## src/hw/rtl/sorted_merge_set_intersection_core_macros.svh

```systemverilog
// assertion macros for the sorted-merge set intersection core
// no dependencies; included by the top level
`ifndef SORTED_MERGE_SET_INTERSECTION_CORE_MACROS_SVH
`define SORTED_MERGE_SET_INTERSECTION_CORE_MACROS_SVH

// same-cycle implication, checked outside reset
`define SMSI_ASSERT_NOW(label, ante, cons, msg) \
  label: assert property (@(posedge clk) disable iff (rst) (ante) |-> (cons)) else $error(msg);

// next-cycle implication, checked outside reset
`define SMSI_ASSERT_NEXT(label, ante, cons, msg) \
  label: assert property (@(posedge clk) disable iff (rst) (ante) |=> (cons)) else $error(msg);

`endif

```

## src/hw/rtl/smsi_pkg.sv

```systemverilog
// shared types, constants and key helpers for the set intersection core
// no dependencies
package smsi_pkg;

  localparam int DEPTH       = 16;
  localparam int VALUE_BITS  = 32;
  localparam int MAX_RESULTS = 16;
  localparam int CNT_W       = $clog2(DEPTH + 1);
  localparam int RES_W       = $clog2(MAX_RESULTS + 1);

  typedef logic [VALUE_BITS-1:0] key_t;
  typedef logic [CNT_W-1:0]      cnt_t;
  typedef logic [RES_W-1:0]      res_cnt_t;

  typedef struct packed {
    logic               list_sel;
    logic               has_value;
    logic signed [31:0] value;
    logic               last;
  } in_req_t;

  typedef struct packed {
    logic signed [31:0] common_value;
    logic               found;
    logic               last_res;
    logic               overflow;
  } out_res_t;

  typedef struct packed {
    logic ins;
    logic pop;
  } cell_ctrl_t;

  typedef struct packed {
    logic ins;
    logic pop;
    logic clr;
  } list_ctrl_t;

  typedef enum logic {
    ST_LOAD,
    ST_MERGE
  } state_t;

  // biased key: sign bit flipped so unsigned order is signed order
  function automatic key_t to_key(logic [31:0] v);
    key_t k;
    k = key_t'(v);
    k[VALUE_BITS-1] = ~k[VALUE_BITS-1];
    return k;
  endfunction

  function automatic logic [31:0] from_key(key_t k);
    key_t v;
    v = k;
    v[VALUE_BITS-1] = ~v[VALUE_BITS-1];
    return 32'(v);
  endfunction

endpackage

```

## src/hw/rtl/smsi_cell.sv

```systemverilog
// one sorter cell: holds a key, takes a new key or its left neighbor's on insert,
// takes its right neighbor's on pop; uses smsi_pkg
module smsi_cell (
  input  logic                clk,
  input  smsi_pkg::cell_ctrl_t ctrl,
  input  logic                occ,
  input  smsi_pkg::key_t      new_key,
  input  smsi_pkg::key_t      left_key,
  input  logic                left_gt,
  input  smsi_pkg::key_t      right_key,
  output smsi_pkg::key_t      key,
  output logic                gt
);

  // empty cells count as greater, so the insert point is the first greater cell
  assign gt = !occ || (key > new_key);

  always_ff @(posedge clk) begin
    if (ctrl.ins) begin
      if (left_gt) begin
        key <= left_key;
      end else if (gt) begin
        key <= new_key;
      end
    end else if (ctrl.pop) begin
      key <= right_key;
    end
  end

endmodule

```

## src/hw/rtl/smsi_list.sv

```systemverilog
// one sorted list: a chain of smsi_cell with a fill count; head is the smallest key
// uses smsi_pkg and smsi_cell
module smsi_list (
  input  logic                 clk,
  input  logic                 rst,
  input  smsi_pkg::list_ctrl_t ctrl,
  input  smsi_pkg::key_t       new_key,
  output smsi_pkg::key_t       head,
  output smsi_pkg::cnt_t       count
);

  smsi_pkg::key_t       keys [smsi_pkg::DEPTH];
  logic                 gts  [smsi_pkg::DEPTH];
  smsi_pkg::cell_ctrl_t cctrl;

  assign cctrl.ins = ctrl.ins;
  assign cctrl.pop = ctrl.pop;
  assign head      = keys[0];

  for (genvar i = 0; i < smsi_pkg::DEPTH; i++) begin : g_cell
    smsi_pkg::key_t lk;
    smsi_pkg::key_t rk;
    logic           lg;
    logic           occ;

    assign occ = smsi_pkg::cnt_t'(i) < count;

    if (i == 0) begin : g_first
      assign lk = new_key;
      assign lg = 1'b0;
    end else begin : g_mid
      assign lk = keys[i-1];
      assign lg = gts[i-1];
    end

    if (i == smsi_pkg::DEPTH - 1) begin : g_end
      assign rk = keys[i];
    end else begin : g_rest
      assign rk = keys[i+1];
    end

    smsi_cell u_cell (
      .clk       (clk),
      .ctrl      (cctrl),
      .occ       (occ),
      .new_key   (new_key),
      .left_key  (lk),
      .left_gt   (lg),
      .right_key (rk),
      .key       (keys[i]),
      .gt        (gts[i])
    );
  end

  always_ff @(posedge clk) begin
    if (rst || ctrl.clr) begin
      count <= '0;
    end else if (ctrl.ins) begin
      count <= count + smsi_pkg::cnt_t'(1);
    end else if (ctrl.pop) begin
      count <= count - smsi_pkg::cnt_t'(1);
    end
  end

endmodule

```

## src/hw/rtl/sorted_merge_set_intersection_core.sv

```systemverilog
// top level of the sorted-merge set intersection core
// uses smsi_pkg, smsi_list (two chains of smsi_cell) and the assertion macro header
//
//   channel   handshake           payload           direction
//   request   start / busy        req (in_req_t)    in
//   result    strobe (one cycle)  res (out_res_t)   out
//
// loading: one request per cycle while busy is low; an element drops into sorted place
//   in its list's cell chain in the accepting cycle
// a request with last set holds busy high while the merge pops
//   one or both chain heads per cycle; results strobe at most one per cycle, the final one flagged
// synchronous reset clears counts, overflow and control; list cells are not cleared
// results cannot be stalled: the receiver must take every strobe
`include "sorted_merge_set_intersection_core_macros.svh"

module sorted_merge_set_intersection_core (
  input  logic              clk,
  input  logic              rst,
  input  logic              start,
  output logic              busy,
  input  smsi_pkg::in_req_t req,
  output logic              strobe,
  output smsi_pkg::out_res_t res
);

  smsi_pkg::state_t     state, state_next;
  smsi_pkg::list_ctrl_t ctrl_a, ctrl_b;
  smsi_pkg::key_t       new_key, head_a, head_b;
  smsi_pkg::cnt_t       cnt_a, cnt_b;

  // pending result: held back until we know whether it is the final one
  smsi_pkg::key_t     pend_key, pend_key_next;
  logic               pend_valid, pend_valid_next;
  smsi_pkg::res_cnt_t n, n_next;
  logic               ovf, ovf_next;
  logic               strobe_next;
  smsi_pkg::out_res_t res_next;

  logic accept;
  logic stop;

  assign busy    = (state == smsi_pkg::ST_MERGE);
  assign accept  = start && !busy;
  assign new_key = smsi_pkg::to_key(req.value);
  assign stop    = (cnt_a == '0) || (cnt_b == '0) ||
                   (n == smsi_pkg::res_cnt_t'(smsi_pkg::MAX_RESULTS));

  smsi_list u_list_a (
    .clk     (clk),
    .rst     (rst),
    .ctrl    (ctrl_a),
    .new_key (new_key),
    .head    (head_a),
    .count   (cnt_a)
  );

  smsi_list u_list_b (
    .clk     (clk),
    .rst     (rst),
    .ctrl    (ctrl_b),
    .new_key (new_key),
    .head    (head_b),
    .count   (cnt_b)
  );

  always_comb begin
    state_next      = state;
    ctrl_a          = '0;
    ctrl_b          = '0;
    pend_key_next   = pend_key;
    pend_valid_next = pend_valid;
    n_next          = n;
    ovf_next        = ovf;
    strobe_next     = 1'b0;
    res_next        = res;

    case (state)
      smsi_pkg::ST_LOAD: begin
        if (accept) begin
          // insert the element, or note the overflow when its list is full
          if (req.has_value) begin
            if (!req.list_sel) begin
              if (cnt_a < smsi_pkg::cnt_t'(smsi_pkg::DEPTH)) begin
                ctrl_a.ins = 1'b1;
              end else begin
                ovf_next = 1'b1;
              end
            end else begin
              if (cnt_b < smsi_pkg::cnt_t'(smsi_pkg::DEPTH)) begin
                ctrl_b.ins = 1'b1;
              end else begin
                ovf_next = 1'b1;
              end
            end
          end
          if (req.last) begin
            state_next = smsi_pkg::ST_MERGE;
          end
        end
      end

      smsi_pkg::ST_MERGE: begin
        if (stop) begin
          // final result: pending common value, or the empty marker
          strobe_next           = 1'b1;
          res_next.found        = pend_valid;
          res_next.last_res     = 1'b1;
          res_next.overflow     = ovf;
          res_next.common_value = pend_valid ? smsi_pkg::from_key(pend_key) : '0;
          ctrl_a.clr            = 1'b1;
          ctrl_b.clr            = 1'b1;
          pend_valid_next       = 1'b0;
          n_next                = '0;
          ovf_next              = 1'b0;
          state_next            = smsi_pkg::ST_LOAD;
        end else if (head_a == head_b) begin
          ctrl_a.pop = 1'b1;
          ctrl_b.pop = 1'b1;
          // duplicates sit next to each other, so compare against the pending one
          if (!pend_valid || (pend_key != head_a)) begin
            if (pend_valid) begin
              strobe_next           = 1'b1;
              res_next.found        = 1'b1;
              res_next.last_res     = 1'b0;
              res_next.overflow     = ovf;
              res_next.common_value = smsi_pkg::from_key(pend_key);
            end
            pend_key_next   = head_a;
            pend_valid_next = 1'b1;
            n_next          = n + smsi_pkg::res_cnt_t'(1);
          end
        end else if (head_a > head_b) begin
          ctrl_b.pop = 1'b1;
        end else begin
          ctrl_a.pop = 1'b1;
        end
      end

      default: begin
        state_next = smsi_pkg::ST_LOAD;
      end
    endcase
  end

  // control state
  always_ff @(posedge clk) begin
    if (rst) begin
      state      <= smsi_pkg::ST_LOAD;
      strobe     <= 1'b0;
      pend_valid <= 1'b0;
      n          <= '0;
      ovf        <= 1'b0;
    end else begin
      state      <= state_next;
      strobe     <= strobe_next;
      pend_valid <= pend_valid_next;
      n          <= n_next;
      ovf        <= ovf_next;
    end
  end

  // payload
  always_ff @(posedge clk) begin
    pend_key <= pend_key_next;
    res      <= res_next;
  end

  // the final result lands as the block drops back to loading
  `SMSI_ASSERT_NOW(a_final_not_busy, strobe && res.last_res, !busy,
    "final result strobed while still merging")

  // an empty marker always closes its run
  `SMSI_ASSERT_NOW(a_marker_final, strobe && !res.found, res.last_res,
    "empty marker not flagged as final")

  // consecutive results of one run rise strictly
  `SMSI_ASSERT_NEXT(a_ascending, strobe && res.found && !res.last_res,
    !strobe || ({~res.common_value[31], res.common_value[30:0]} >
                {~$past(res.common_value[31]), $past(res.common_value[30:0])}),
    "common values not strictly ascending")

endmodule
```

## config.mk

```make
export PLATFORM = sky130hd
export DESIGN_NAME = sorted_merge_set_intersection_core
export DESIGN_NICKNAME = d
export VERILOG_FILES = /design/src/hw/rtl/smsi_pkg.sv /design/src/hw/rtl/smsi_cell.sv /design/src/hw/rtl/smsi_list.sv /design/src/hw/rtl/sorted_merge_set_intersection_core.sv
export VERILOG_INCLUDE_DIRS = /design/src /design/src/hw/rtl
export SDC_FILE = /design/constraint.sdc
export NUM_CORES = 2
export LEC_CHECK = 0
export BUFFER_PORTS_ARGS = -buffer_cell sky130_fd_sc_hd__buf_2
export CAP_MARGIN = 15
export CORE_MARGIN = 4
export CORE_UTILIZATION = 60
export DETAILED_ROUTE_END_ITERATION = 6
export HOLD_SLACK_MARGIN = 0.12
export PLACE_DENSITY_LB_ADDON = 0.15
export SYNTH_ARGS = -nofsm -noshare
export SYNTH_HDL_FRONTEND = slang
export SYNTH_SLANG_ARGS = --single-unit
```

## constraint.sdc

```tcl
create_clock -name clk -period 10.2 [get_ports clk]
set_input_delay 0 -clock clk [delete_from_list [all_inputs] [get_ports clk]]
set_output_delay 0 -clock clk [all_outputs]
set_load 0.05 [all_outputs]
```

==> results.md <==
- HP Class: primary input to flop
- Number of synthesized flops with an enable pin: 1091
- First-pass GRT wire length: 417000 um
- Required time worst endpoint: 10.67 ns
- Top Ports: 75
- Share of post-route cells with drive strength above 1: 8.56%
- Placed cell count: 8783
- Hold Vio Cnt, Final: 0
- Leakage: 32.1 nW
- Synth Warn #: 0
- Htree depth: 4
- Hold path startpoint: req[2]
- Top FF cell, synth: edfxtp_1
- CP Max Fanout: 26
- Post-synthesis cell type count: 80
- Sequential share of the synthesized area: 44.2%
- Global route total overflow: 0
- GPL Wtd Cong: 0.999
- CTS clk-pin slew, worst paths: 0.06 ns
- DR iter-0 viols: 9340
- Critical Path Start: req[28]
- Area delta synth->final: 9.77%
- Initial antenna violation count: 15
- R2R Setup Slk: 5.21 ns
- Layout Skew: 0.0260 ns
- Die H: 362 um
- Fillers: 9781
- Inserted Clock Buffers: 132
- Final Max Slew Viols: 0
- CTS sink count: 1110
- Vias per cell: 7.21
- Reg2reg start: busy
- CTS root buffer: clkbuf_16
- Max-Cap Viols: 0
- DR pass1 iterations: 7
- Vias in the first global route: 62400
- Crit start category: primary input
- Critical Path Sink Type: flop
- Largest net degree at the start of global routing: 193
- Post-synth top area share: 43.7%
- Final Cycle Share: 49.3%
- Max VDD drop: 0.192 mV
- Relative slew slack: 8.71%
- Mapped Cells: 7311
- Yosys reg bits: 1110
- Die area: 131000 um^2
- Clock Path Buffers: 3
- Antenna Violating Nets Remaining: 0
- Hold Path End: u_list_b.g_cell[12].u_cell.key[1]
- Worst Max-Slew Pin Slew: 1.36 ns
- Setup_tns: 0 ns
- Setup violators final: 0
- Nets: 8361
- Drt drc: 0
- HPWL Detailed: 200000 um
- Crit path DAT: 5.50 ns
- Period minus WS final: 5.03 ns
- R2r worst-path depth: 8
- Syn Area/Cell: 10.3 um^2
- Total Wirelength: 288000 um
- Multi-input gate area: 40100 um^2
- Via count: 65300
- Cell area after synthesis: 75000 um^2
- Skew-Pair Late Insertion Delay: 0.79 ns
- Fin cells: 9060
- Ys async rst share: 0%
- Initial Utilization: 60.5%
- Sequential cell area: 33100 um^2
- # rows: 129
- Cell Pwr Density: 141 nW/um^2
- Port bufs: 74
- Worst hold path cell count: 4
- Critical path class: primary input to flop
- Drt wl/cell: 31.8 um
- Core footprint: 124000 um^2
- Tot GR Track Use: 43.1%
- Status: finished, final reports clean
- RR Endpoint: u_list_a.g_cell[12].u_cell.key[26]
- Die Span X: 362 um
- Postcts setup bufs: 0
- Synth area leader: edfxtp_1
- Syn Nets: 8351
- Fmax: 199 MHz
- TritonCTS clock tree: done
- Main area contributors after synthesis: edfxtp_1 (44%), ha_1 (17%), mux2i_1 (5.6%)
- RSZ-0062 raised after global routing: false
==> Yosys cell counts, types with 38 or more instances <==
cell       count
a221oi_1      42
clkbuf_1     360
mux2i_1      421
nor3_1       183
a31oi_1       60
a21oi_1      817
o21ai_0      483
o311ai_0      38
ha_1        1002
a2bb2oi_1     96
buf_2         54
nor2_1       698
o22ai_1      171
nand2_1      540
o211ai_1      45
inv_1        159
edfxtp_1    1091
a21o_1       157
nor2b_1      107
nand3_1      119
nand4_1      216
a211oi_1      57
==> area by class of cell <==
class,instances,share of cell area [%]
multi-input combinational,5607,48.7
tap,1637,2.49
sequential,1110,40.3
timing repair buffer,310,2.88
inverter,160,0.748
antenna,8,0.0243
clock buffer,179,4.52
clock inverter,49,0.384
==> where the power goes <==
group / switching (W) / internal, W / total [W]
sequential: 0.000151 / 0.00518 / 0.00533
clock: 0.00199 / 0.00262 / 0.00461
combinational: 0.00112 / 0.000539 / 0.00166
total: 0.00327 / 0.00834 / 0.0116
==> worst max-delay path by stage <==
| stage | endpoint | slack, ns | cells after the start |
|---|---|---|---|
| 2_1_floorplan | u_list_b.g_cell[0].u_cell.key[0] | 5.36 | 11 |
| 3_3_place_gp | u_list_b.g_cell[2].u_cell.key[3] | 5.39 | 11 |
| 3_5_place_dp | u_list_b.g_cell[14].u_cell.key[27] | 5.28 | 13 |
| 4_1_cts | u_list_a.g_cell[12].u_cell.key[5] | 5.39 | 8 |
| 5_1_grt | u_list_a.g_cell[12].u_cell.key[26] | 5.10 | 8 |
| 6_report | u_list_a.g_cell[10].u_cell.key[0] | 5.17 | 15 |
==> through the flow <==
step	cell area (um^2)	total power [W]	setup WS [ns]	utilization, %	hold WS (ns)
CTS	82200	0.0115	5.39	66.3	0.126
global route	82300	0.0119	5.10	66.4	0.219
floorplan	75000	0.00636	5.36	-	0.140
finish	82300	0.0116	5.17	66.4	0.210
detailed placement	77800	0.00700	5.28	62.8	0.329
global placement	77700	0.00694	5.39	62.7	0.325
==> cell families after synthesis <==
logic type,synth area share [%]
DFF,44.2
AOI/OAI and AO/OA,16.9
muxes,6.74
adders and majority gates,16.7
xor gates and xnor gates,0.444
buffers and inverters,3.09
and+or+nand+nor,11.9
==> layer usage <==
layer	share of wire, %	global-route usage, %
met1	36	54.2
met2	42	63.3
met3	12	12.1
met4	9.1	32.3
met5	0.025	0
==> cells in the final DEF (no fill, tap or decap), types with 13 or more instances in the layout <==
cell           instances
nand4_1              216
inv_2                 30
nand3_1              119
buf_2                 73
nor4_1                35
o211ai_1              45
clkinv_1              21
dfxtp_1               19
nor3_1               178
a31oi_1               45
o21ai_0              480
clkbuf_1              33
mux2_4                29
nor2_1               687
dlygate4sd3_1         38
a311oi_1              31
clkbuf_16            141
a21o_1               157
ha_1                1002
edfxtp_1            1091
o311ai_0              38
o22ai_1              171
nor2b_1              107
buf_4                189
o21a_1                22
and4_1                15
xor2_1                32
clkinv_2              18
mux2_2                36
a21oi_1              806
mux2i_1              421
inv_1                128
a31oi_4               13
a2bb2oi_1             95
a211oi_1              57
nand2_1              539
a221oi_1              42
o31ai_1               19
==> registers in the layout, summed over array words and instances, names as in the netlist <==
name                        cells
busy                            1
n                               5
ovf                             1
pend_key                       32
pend_valid                      1
res                            35
strobe                          1
u_list_a.count                  5
u_list_a.g_cell.u_cell.key    512
u_list_b.count                  5
u_list_b.g_cell.u_cell.key    512
==> critical path, cell delays in order <==
cell and delay (ns):
dlygate4sd3_1 0.53, buf_2 0.11, buf_4 0.42, inv_2 0.29, buf_4 0.37, ha_1 0.38
nand2_1 0.08, nor3_1 0.62, nand4_1 0.30, o311ai_0 0.19, nand2_1 0.12, nor3_2 0.84
buf_4 0.60, a21oi_4 0.19, buf_4 0.31
==> what timing repair did <==
action | in CTS | in global routing
hold endpoints to repair | 542 | 0
gates resized for setup | 0 | 0
hold buffers | 38 | 0
Note: power is estimated with default switching activity, not from simulation.
